===== src/rtl/core/dxt_block_decoder_defines.svh =====
// ----------------------------------------------------------------------------
// DXT block decoder assertion macros
// Concurrent assertion wrappers that compile away when NO_ASSERTIONS is set.
// ----------------------------------------------------------------------------
`ifndef DXT_BLOCK_DECODER_DEFINES_SVH
`define DXT_BLOCK_DECODER_DEFINES_SVH

`ifndef NO_ASSERTIONS
// Checked only while out of reset.
`define DXT_ASSERT(lbl, prop, msg) \
  lbl: assert property (@(posedge clk) disable iff (!rst_n) prop) else $error(msg);
// Checked at every edge, reset included.
`define DXT_ASSERT_ALWAYS(lbl, prop, msg) \
  lbl: assert property (@(posedge clk) prop) else $error(msg);
`else
`define DXT_ASSERT(lbl, prop, msg)
`define DXT_ASSERT_ALWAYS(lbl, prop, msg)
`endif

`endif


===== src/rtl/core/dxt_pkg.sv =====
// ----------------------------------------------------------------------------
// DXT block decoder package
// Payload structs, format codes and register indexes of the decoder.
// ----------------------------------------------------------------------------
package dxt_pkg;

  localparam int CFG_DIM_W = 13;

  typedef enum logic [1:0] {
    FMT_DXT1 = 2'd0,
    FMT_DXT3 = 2'd1,
    FMT_DXT5 = 2'd2
  } dxt_fmt_t;

  typedef enum logic [1:0] {
    CFG_FORMAT       = 2'd0,
    CFG_IMAGE_WIDTH  = 2'd1,
    CFG_IMAGE_HEIGHT = 2'd2
  } dxt_cfg_idx_t;

  localparam logic [3:0] PIX_LAST = 4'd15;

  typedef struct packed {
    logic [63:0] color_bits;
    logic [63:0] alpha_bits;
  } dxt_in_t;

  typedef struct packed {
    logic [11:0] pixel_x;
    logic [11:0] pixel_y;
    logic [7:0]  red;
    logic [7:0]  green;
    logic [7:0]  blue;
    logic [7:0]  alpha;
    logic        inside_res;
    logic        last;
  } dxt_out_t;

  typedef struct packed {
    logic [7:0] r;
    logic [7:0] g;
    logic [7:0] b;
  } dxt_rgb_t;

endpackage


===== src/rtl/core/dxt_block_decoder.sv =====
// ----------------------------------------------------------------------------
// DXT block decoder
// Expands DXT1, DXT3 and DXT5 compressed 4x4 blocks into RGBA pixels.
// ----------------------------------------------------------------------------
// Usage:
//   One beat on the in_ channel carries one compressed block (color half and
//   alpha half). The block produces sixteen beats on the out_ channel, one
//   pixel each, in raster order inside the block, tagged with image
//   coordinates; inside_res marks pixels within the configured image and last
//   marks the sixteenth pixel.
//   The palettes are built in the cycle a block is accepted and held in a
//   block register; a pixel select feeds the output register. The first pixel
//   passes from the block register through the pixel select into the output
//   register, where it is held until out_ready takes it.
//   Throughput is one pixel per cycle while out_ready stays high, set by the
//   single pixel output register. The next block is taken in the same cycle
//   the sixteenth pixel moves into the output register.
//   Format, width and height must be written through the cfg_ channel only while
//   the block is idle; the block itself does not enforce this. cfg_ready is always high.
//   Reset clears the block position to the image origin, drops any pending
//   block and pixel, and restores DXT1 with a 4x4 image.
//   When out_ready is low the output register holds its pixel and the block
//   register waits; a new block is refused until the current one has drained.
// ----------------------------------------------------------------------------
`include "dxt_block_decoder_defines.svh"

module dxt_block_decoder
  import dxt_pkg::*;
#(
  parameter int MAX_DIMENSION = 4096
) (
  input  logic                 clk,
  input  logic                 rst_n,
  input  logic                 in_valid,
  output logic                 in_ready,
  input  dxt_in_t              in_data,
  output logic                 out_valid,
  input  logic                 out_ready,
  output dxt_out_t             out_data,
  input  logic                 cfg_valid,
  output logic                 cfg_ready,
  input  logic [1:0]           cfg_index,
  input  logic [CFG_DIM_W-1:0] cfg_data
);

  localparam int DIM_W = ($clog2(MAX_DIMENSION + 1) > CFG_DIM_W) ?
                         $clog2(MAX_DIMENSION + 1) : CFG_DIM_W;
  localparam int BLK_W = $clog2((MAX_DIMENSION + 3) / 4 + 1);
  localparam int XW    = BLK_W + 2;

  // ---------------------------------------------------------------- arithmetic
  function automatic logic [7:0] exp5(input logic [4:0] v);
    logic [7:0] n;
    logic [7:0] r;
    logic [2:0] q;
    n = 8'(v) * 8'd7;
    q = n[7:5];
    r = n - 8'(q) * 8'd31;
    if (r >= 8'd31) begin
      q = q + 3'd1;
    end
    return {v, 3'b000} + 8'(q);
  endfunction

  function automatic logic [7:0] exp6(input logic [5:0] v);
    logic [1:0] q;
    if (v >= 6'd63) q = 2'd3;
    else if (v >= 6'd42) q = 2'd2;
    else if (v >= 6'd21) q = 2'd1;
    else q = 2'd0;
    return {v, 2'b00} + 8'(q);
  endfunction

  // Reciprocal multiplies; exact over the operand ranges used here.
  function automatic logic [7:0] div3(input logic [9:0] x);
    logic [19:0] p;
    p = 20'(x) * 20'd683;
    return p[18:11];
  endfunction

  function automatic logic [7:0] div5(input logic [10:0] x);
    logic [20:0] p;
    p = 21'(x) * 21'd1639;
    return p[20:13];
  endfunction

  function automatic logic [7:0] div7(input logic [10:0] x);
    logic [22:0] p;
    p = 23'(x) * 23'd2341;
    return p[21:14];
  endfunction

  // ---------------------------------------------------------------- config
  logic [1:0]           fmt_cfg_r;
  logic [CFG_DIM_W-1:0] width_cfg_r;
  logic [CFG_DIM_W-1:0] height_cfg_r;

  assign cfg_ready = 1'b1;

  always_ff @(posedge clk) begin
    if (!rst_n) begin
      fmt_cfg_r    <= FMT_DXT1;
      width_cfg_r  <= CFG_DIM_W'(4);
      height_cfg_r <= CFG_DIM_W'(4);
    end else if (cfg_valid && cfg_ready) begin
      case (cfg_index)
        CFG_FORMAT:       fmt_cfg_r    <= cfg_data[1:0];
        CFG_IMAGE_WIDTH:  width_cfg_r  <= cfg_data;
        CFG_IMAGE_HEIGHT: height_cfg_r <= cfg_data;
        default: ;
      endcase
    end
  end

  logic [DIM_W-1:0] img_w;
  logic [DIM_W-1:0] img_h;
  logic [DIM_W:0]   blk_w;
  logic [DIM_W:0]   blk_h;

  always_comb begin
    if (width_cfg_r == '0) img_w = DIM_W'(1);
    else if (DIM_W'(width_cfg_r) > DIM_W'(MAX_DIMENSION)) img_w = DIM_W'(MAX_DIMENSION);
    else img_w = DIM_W'(width_cfg_r);
    if (height_cfg_r == '0) img_h = DIM_W'(1);
    else if (DIM_W'(height_cfg_r) > DIM_W'(MAX_DIMENSION)) img_h = DIM_W'(MAX_DIMENSION);
    else img_h = DIM_W'(height_cfg_r);
    blk_w = ((DIM_W + 1)'(img_w) + (DIM_W + 1)'(3)) >> 2;
    blk_h = ((DIM_W + 1)'(img_h) + (DIM_W + 1)'(3)) >> 2;
  end

  // ---------------------------------------------------------------- palettes
  dxt_fmt_t    fmt_in;
  logic [15:0] c0;
  logic [15:0] c1;
  logic        four_color;
  logic [7:0]  e0 [3];
  logic [7:0]  e1 [3];
  logic [7:0]  m2 [3];
  logic [7:0]  m3 [3];
  logic [7:0]  a0;
  logic [7:0]  a1;
  logic [7:0]  apal_nxt [8];
  logic [10:0] anum;

  always_comb begin
    case (fmt_cfg_r)
      FMT_DXT3: fmt_in = FMT_DXT3;
      FMT_DXT5: fmt_in = FMT_DXT5;
      default:  fmt_in = FMT_DXT1;
    endcase

    c0 = in_data.color_bits[15:0];
    c1 = in_data.color_bits[31:16];
    four_color = (c0 > c1) || (fmt_in != FMT_DXT1);
    e0[0] = exp5(c0[15:11]);
    e0[1] = exp6(c0[10:5]);
    e0[2] = exp5(c0[4:0]);
    e1[0] = exp5(c1[15:11]);
    e1[1] = exp6(c1[10:5]);
    e1[2] = exp5(c1[4:0]);
    for (int i = 0; i < 3; i++) begin
      if (four_color) begin
        m2[i] = div3({1'b0, e0[i], 1'b0} + 10'(e1[i]) + 10'd1);
        m3[i] = div3(10'(e0[i]) + {1'b0, e1[i], 1'b0} + 10'd1);
      end else begin
        m2[i] = 8'((9'(e0[i]) + 9'(e1[i])) >> 1);
        m3[i] = 8'd0;
      end
    end

    a0 = in_data.alpha_bits[7:0];
    a1 = in_data.alpha_bits[15:8];
    apal_nxt[0] = a0;
    apal_nxt[1] = a1;
    for (int k = 1; k <= 6; k++) begin
      if (a0 > a1) begin
        anum = 11'((7 - k) * a0) + 11'(k * a1) + 11'd3;
        apal_nxt[k + 1] = div7(anum);
      end else if (k <= 4) begin
        anum = 11'((5 - k) * a0) + 11'(k * a1) + 11'd2;
        apal_nxt[k + 1] = div5(anum);
      end else begin
        anum = '0;
        apal_nxt[k + 1] = (k == 5) ? 8'd0 : 8'd255;
      end
    end
  end

  // ---------------------------------------------------------------- block register
  logic             work_v_r;
  logic [3:0]       pix_r;
  dxt_fmt_t         fmt_r;
  dxt_rgb_t         cpal_r [4];
  logic             opaque3_r;
  logic [31:0]      cidx_r;
  logic [63:0]      abits_r;
  logic [7:0]       apal_r [8];
  logic [BLK_W-1:0] blk_col_r;
  logic [BLK_W-1:0] blk_row_r;
  logic [BLK_W-1:0] cur_col_r;
  logic [BLK_W-1:0] cur_row_r;
  logic [BLK_W-1:0] blk_col_nxt;
  logic [BLK_W-1:0] blk_row_nxt;
  logic [DIM_W:0]   col_inc;
  logic [DIM_W:0]   row_inc;

  logic     out_valid_r;
  dxt_out_t out_data_r;
  logic     emit;
  logic     accept;

  assign emit     = work_v_r && (!out_valid_r || out_ready);
  assign in_ready = !work_v_r || (emit && pix_r == PIX_LAST);
  assign accept   = in_valid && in_ready;

  // Raster walk over the block grid; a position beyond a shrunken grid restarts.
  always_comb begin
    col_inc = (DIM_W + 1)'(blk_col_r) + (DIM_W + 1)'(1);
    row_inc = (DIM_W + 1)'(blk_row_r);
    if (col_inc >= blk_w) begin
      col_inc = '0;
      row_inc = row_inc + (DIM_W + 1)'(1);
      if (row_inc >= blk_h) row_inc = '0;
    end
    if (row_inc >= blk_h) begin
      row_inc = '0;
      col_inc = '0;
    end
    blk_col_nxt = BLK_W'(col_inc);
    blk_row_nxt = BLK_W'(row_inc);
  end

  always_ff @(posedge clk) begin
    if (!rst_n) begin
      work_v_r  <= 1'b0;
      pix_r     <= '0;
      blk_col_r <= '0;
      blk_row_r <= '0;
    end else begin
      if (accept) begin
        work_v_r  <= 1'b1;
        pix_r     <= '0;
        blk_col_r <= blk_col_nxt;
        blk_row_r <= blk_row_nxt;
      end else if (emit) begin
        pix_r <= pix_r + 4'd1;
        if (pix_r == PIX_LAST) work_v_r <= 1'b0;
      end
    end
  end

  always_ff @(posedge clk) begin
    if (accept) begin
      fmt_r     <= fmt_in;
      cpal_r[0] <= '{r: e0[0], g: e0[1], b: e0[2]};
      cpal_r[1] <= '{r: e1[0], g: e1[1], b: e1[2]};
      cpal_r[2] <= '{r: m2[0], g: m2[1], b: m2[2]};
      cpal_r[3] <= '{r: m3[0], g: m3[1], b: m3[2]};
      opaque3_r <= four_color;
      cidx_r    <= in_data.color_bits[63:32];
      abits_r   <= in_data.alpha_bits;
      for (int i = 0; i < 8; i++) apal_r[i] <= apal_nxt[i];
      cur_col_r <= blk_col_r;
      cur_row_r <= blk_row_r;
    end
  end

  // ---------------------------------------------------------------- pixel select
  logic [1:0]    cidx;
  logic [2:0]    aidx;
  logic [5:0]    aidx_pos;
  logic [3:0]    nibble;
  dxt_rgb_t      pix_rgb;
  logic [7:0]    pix_alpha;
  logic [XW-1:0] pix_x;
  logic [XW-1:0] pix_y;
  dxt_out_t      pix_out;

  always_comb begin
    cidx      = cidx_r[{pix_r, 1'b0} +: 2];
    aidx_pos  = 6'd16 + 6'(pix_r) * 6'd3;
    aidx      = abits_r[aidx_pos +: 3];
    nibble    = abits_r[{pix_r, 2'b00} +: 4];
    pix_rgb   = cpal_r[cidx];
    case (fmt_r)
      FMT_DXT3: pix_alpha = {nibble, nibble};
      FMT_DXT5: pix_alpha = apal_r[aidx];
      default:  pix_alpha = (cidx == 2'd3 && !opaque3_r) ? 8'd0 : 8'd255;
    endcase
    pix_x = {cur_col_r, pix_r[1:0]};
    pix_y = {cur_row_r, pix_r[3:2]};
    pix_out.pixel_x    = 12'(pix_x);
    pix_out.pixel_y    = 12'(pix_y);
    pix_out.red        = pix_rgb.r;
    pix_out.green      = pix_rgb.g;
    pix_out.blue       = pix_rgb.b;
    pix_out.alpha      = pix_alpha;
    pix_out.inside_res = ((XW + DIM_W)'(pix_x) < (XW + DIM_W)'(img_w)) &&
                         ((XW + DIM_W)'(pix_y) < (XW + DIM_W)'(img_h));
    pix_out.last       = (pix_r == PIX_LAST);
  end

  // ---------------------------------------------------------------- output register
  always_ff @(posedge clk) begin
    if (!rst_n) begin
      out_valid_r <= 1'b0;
    end else if (emit) begin
      out_valid_r <= 1'b1;
    end else if (out_ready) begin
      out_valid_r <= 1'b0;
    end
  end

  always_ff @(posedge clk) begin
    if (emit) out_data_r <= pix_out;
  end

  assign out_valid = out_valid_r;
  assign out_data  = out_data_r;

  // ---------------------------------------------------------------- assertions
  `DXT_ASSERT(a_accept_starts_block, (in_valid && in_ready) |=> (work_v_r && pix_r == '0),
              "accepted block did not start at pixel zero")
  `DXT_ASSERT(a_no_accept_mid_block, (work_v_r && pix_r != PIX_LAST) |-> !in_ready,
              "input ready while a block is still being expanded")
  `DXT_ASSERT(a_last_on_final_pixel, (emit && pix_r == PIX_LAST) |=> (out_valid && out_data.last),
              "sixteenth pixel not flagged as last")
  `DXT_ASSERT_ALWAYS(a_reset_clears_output, !rst_n |=> !out_valid,
                     "output valid after reset")

endmodule


===== config.mk =====
export PLATFORM = sky130hd
export DESIGN_NAME = dxt_block_decoder
export DESIGN_NICKNAME = d
export VERILOG_FILES = /design/src/rtl/core/dxt_pkg.sv /design/src/rtl/core/dxt_block_decoder.sv
export VERILOG_INCLUDE_DIRS = /design/src /design/src/rtl/core
export SDC_FILE = /design/constraint.sdc
export NUM_CORES = 2
export LEC_CHECK = 0
export BUFFER_PORTS_ARGS = -buffer_cell sky130_fd_sc_hd__buf_2
export CORE_ASPECT_RATIO = 1.1
export CORE_MARGIN = 3
export CORE_UTILIZATION = 50
export CTS_CLUSTER_SIZE = 25
export DETAILED_ROUTE_END_ITERATION = 10
export GPL_TIMING_DRIVEN = 0
export PLACE_DENSITY_LB_ADDON = 0.1
export SYNTH_ARGS = -nofsm -noshare
export SYNTH_HDL_FRONTEND = slang
export SYNTH_SLANG_ARGS = --single-unit
export TNS_END_PERCENT = 10

===== constraint.sdc =====
create_clock -name clk -period 12.7 [get_ports clk]
set_input_delay 0.635 -clock clk [delete_from_list [all_inputs] [get_ports clk]]
set_output_delay 0.635 -clock clk [all_outputs]
set_load 0.01 [all_outputs]

======== Yosys cells after proc, flatten, opt, wreduce, memory -nomap -nowiden ========
Memory sizes are Yosys's and may differ from the RTL's. A register that Yosys moved wholly into a read port is not among the register bits.
Cells that the tools add are included.
W data, S select, Z words.
operators by class
  equal/unequal tests ..................... 8
  shift operators ......................... 3
  reductions and logical operators ........ 23
  order comparisons ....................... 19
  add/subtract/negate cells ............... 55
  multiply operators ...................... 31
  multiplexer cells ....................... 41
  bitwise gates (word level) .............. 1
operators with widths
  operator                  number
  $mul A11 B12 Y22 const B  6
  $mul A10 B10 Y19 const B  6
  $add A11 B2 Y11 const B   10
  $mux W8                   13
  $mul A11 B11 Y21 const B  4
  $shiftx A64 B7 Y3         1
  $shiftx A64 B7 Y4         1
  $add A10 B1 Y10 const B   6
  $mux W13                  4
  $mul A2 B8 Y10 const A    4
  $ge A12 B12 Y1            3
  $mux W11                  3
  $add A8 B3 Y8             4
  $ge A8 B5 Y1 const B      4
  $mul A3 B5 Y8 const B     4
  $mul A5 B3 Y8 const B     4
  $shiftx A32 B6 Y2         1
  $sub A8 B8 Y8             4
  $add A8 B9 Y10            3
  $add A9 B8 Y10            3
  $add A13 B2 Y14 const B   2
  $add A8 B8 Y9             3
  $gt A13 B13 Y1 const B    2
  $logic_not A13 Y1         2
  other kinds (38)          84
storage, ports and cells
  output and inout port bits .............. 61
  input bits .............................. 148
  logic and storage cells ................. 202
  memory bits (writable) .................. 160
  bits in registers ....................... 211
  memories kept ........................... 2
memory list
  name    words  width  read ports  clocked after memory_dff  write ports  RTL line                  source
  cpal_r  4      24     1           1                         4            dxt_block_decoder.sv:193  dxt_rgb_t cpal_r [4];
  apal_r  8      8      1           0                         8            dxt_block_decoder.sv:197  logic [7:0] apal_r [8];

======== Logic depth before layout (Yosys ltp) ========
  depth after elaboration ................. 10
  mapped depth ............................ 49
  mapped depth without buffers ............ 49

======== Worst setup path after synthesis ========
No wires, ideal clock.
  path type ............................... input-to-reg
  start point ............................. input in_data[81] in the netlist's numbering
  end point ............................... memory cpal_r[3][7] in the netlist's numbering, data pin
  arrival time ............................ 11.535 ns
  setup time .............................. 0.266 ns
  stages on the path ...................... 45
  slack ................................... 0.899 ns
  data required time ...................... 12.434 ns
  buffers on the path ..................... 0
  path through ............................ fa_1 > ha_1 > a21o_1 > a21oi_2 > xor2_1 > inv_1 > fa_1 > inv_1 > fa_1 > inv_1 > ha_1 > a21o_1 > a21oi_1 > o211a_1 > a311o_1 > o311ai_1 > o211ai_4 > xnor2_2 > (+9 left out) > ha_1 > ha_1 > fa_1 > inv_1 > fa_1 > fa_1 > inv_1 > ha_1 > a21o_1 > a21o_1 > a21oi_1 > o21ai_0 > a21o_1 > a41o_1 > o41ai_1 > o21bai_1 > xnor2_1 > nor2_1
RTL lines
  item             RTL line                  source
  start, declared  dxt_block_decoder.sv:36   input dxt_in_t in_data,
  end, declared    dxt_block_decoder.sv:193

==> impl_metrics.env <==
export IMPL_dp_hpwl_um=110000
export IMPL_vias_per_cell=5.46
export IMPL_grt_antenna_before_repair=7
export IMPL_maxCapViolCount=0
export IMPL_async_flop_share_pct=0
export IMPL_n_fill_cell=9972
export IMPL_ys_types=99
export IMPL_fin_crit_sh_pct=95.2
export IMPL_start_kind="primary input"
export IMPL_avgSynthCellArea_um2=10.4
export IMPL_start_util_pct=50.5
export IMPL_wl_per_cell_um=18.7
export IMPL_yosys_warnings=0
export IMPL_die_w_um=325
export IMPL_layout_drive_gt1_share_pct=9.08
export IMPL_dieArea_um2=116000
export IMPL_crit_type="primary input to flop"
export IMPL_detail_route_antenna_nets=0
export IMPL_pre_cts_slack_ns=-0.989
export IMPL_cts_buffers=43
export IMPL_ys_ff_latch=379
export IMPL_std_cell_rows=128
export IMPL_wl_um=134000
export IMPL_clock_skew_final_ns=0.0268
export IMPL_cts_sinks=379
export IMPL_min_delay_path_class="primary input to flop"
export IMPL_grt_overflow=0
export IMPL_slew_headroom_pct=17.7
export IMPL_slew_viol_final=0
export IMPL_critPathTopFamily="adder cells"
export IMPL_setup_violations_final=0
export IMPL_cpPeakStageDelay_ns=0.58
export IMPL_area_delta_synth_final_pct=8.32
export IMPL_fmax_mhz=82.7
export IMPL_crit_required_ns=13.01
export IMPL_fin_crit_ns=12.09
export IMPL_fin_setup_tns_ns=0
export IMPL_coreArea_um2=111000
export IMPL_yosysTopAreaCellShare_pct=30.2
export IMPL_drt_iter0_markers=2075
export IMPL_yosys_area_top_type="ha_1"
export IMPL_dieHeight_um=357
export IMPL_syn_inst=5361
export IMPL_cts_hold_buffers=0
export IMPL_gp_congestion=0.918
export IMPL_worst_slew_pin_slew_ns=1.23
export IMPL_htree_levels=2
export IMPL_cts_tree="done"
export IMPL_crit_top_cell="fa_1"
export IMPL_cp_max_fo=9
export IMPL_clk_pin_slew_worst_paths_ns=0.06
export IMPL_hold_violations=0
export IMPL_worstSetupEndpointType="flop"
export IMPL_ios=209
export IMPL_grtUsageTotal_pct=23.5
export IMPL_final_nets=7541
export IMPL_status="completed"
export IMPL_drt_pre_antenna_iters=5
export IMPL_worstPathArrival_ns=12.39
export IMPL_root_buffer="clkbuf_16"
export IMPL_syn_area_um2=56000
export IMPL_portBuffers=207
export IMPL_grt_max_degree=134
export IMPL_route_detailed_drc=0
export IMPL_clk_insertion_delay_late_ns=0.60
export IMPL_dp_cells=7069
export IMPL_stdcell_count=7161
export IMPL_vias=39100
export IMPL_ys_seq_area_share_pct=19.3
export IMPL_netlist_top_cells_area="ha_1 30%, edfxtp_1 17%, fa_1 15%"
export IMPL_critPathSlowestCell="fa_1"
export IMPL_worst_path_buf_inv=7
export IMPL_cts_path_max_buffers=3
export IMPL_synth_main_ff_cell="edfxtp_1"
export IMPL_synth_edf_count=323
export IMPL_setup_slack_ns=0.613
export IMPL_rsz0062_at_grt="yes"
export IMPL_grt_pass1_wl_um=217000
export IMPL_grt_pass1_vias=40000
==> logic make-up after synthesis <==
family	synth area share [%]
muxes	5.36
buffers and inverters	6.33
adders and majority gates	45.1
DFF	19.3
and+or+nand+nor	6.88
xor gates and xnor gates	6.05
other	0.00670
AOI/OAI and AO/OA	11.0
==> layout by cell type (no fill, tap or decap), drive strengths merged, types with 63 or more instances in the layout <==
master and count:
nor3 63, ha 1352, o21bai 64, inv 866, xnor2 252, o21ai 132, a21o 184, nor2 265
edfxtp 323, xor2 127, mux4 98, fa 413, nand2 193, nand3 71, buf 240, a21oi 267
clkbuf 106
==> through the flow <==
step	hold slack (ns)	instance area (um^2)	util (%)
finish	0.213	60600	54.7
global route	0.184	60600	54.7
CTS	0.174	60400	54.5
detailed placement	0.447	59000	53.2
global placement	0.440	58900	53.1
floorplan	0.431	56000	-
==> layer usage <==
layer	global-route usage, %	up-vias	wire, um
li1	-	19300	-
met1	33.0	18800	63000
met2	38.7	835	61400
met3	2.97	166	6600
met4	5.57	2	3200
met5	0	-	7
==> timing repair <==
action | 4_1_cts | 5_1_grt
cloned | 0 | 0
setup endpoints to repair | 5 | 16
setup buffers | 0 | 9
pin swaps | 0 | 3
gates resized for setup | 5 | 21
==> path summary, 6_finish.rpt <==
| path | start | to | slack, ns | depth (start not counted) |
|---|---|---|---|---|
| max | in_data[82] | cpal_r[3][7] | 0.61 | 46 |
| min | in_data[41] | abits_r[41] | 0.21 | 1 |
| max reg2reg | width_cfg_r[12] | blk_col_r[7] | 4.38 | 35 |
| min reg2reg | cur_col_r[0] | out_data[48] | 0.46 | 0 |
==> state kept, by name, summed over array words and instances, names as in the netlist <==
name          count
abits_r          64
cidx_r           32
fmt_r             2
out_valid         1
fmt_cfg_r         2
opaque3_r         1
apal_r           48
cur_col_r        11
blk_col_r        11
height_cfg_r     13
pix_r             4
cur_row_r        11
out_data         58
width_cfg_r      13
work_v_r          1
cpal_r           96
blk_row_r        11
==> synthesized netlist by cell type (34+ instances only) <==
cell type and number:
a21o_1 180, o21ai_0 125, mux4_2 98, nand2_1 193
edfxtp_1 323, a21oi_1 261, o21bai_1 63, nand3_1 71
o21a_1 56, inv_1 857, clkbuf_1 51, fa_1 413
nor2b_1 45, nor3_1 62, ha_1 1352, nor2_1 265
nand2b_1 34, xor2_1 126, mux2i_1 46, dfxtp_1 56
xnor2_1 250
==> area by class of cell <==
class | count | area (um^2) | area share, %
flip-flops and latches | 379 | 10800 | 17.9
clock buffers | 55 | 1180 | 1.95
clock inverters | 23 | 225 | 0.372
diodes | 5 | 12.5 | 0.0206
inverters | 864 | 3260 | 5.37
well taps | 1495 | 1870 | 3.09
repair buffers | 219 | 1180 | 1.94
multi-input cells | 4049 | 41800 | 68.9
plain buffers | 72 | 297 | 0.489
Power is not shown: default switching activity piles up to over one toggle a cycle in this logic, so the estimate is an artifact.
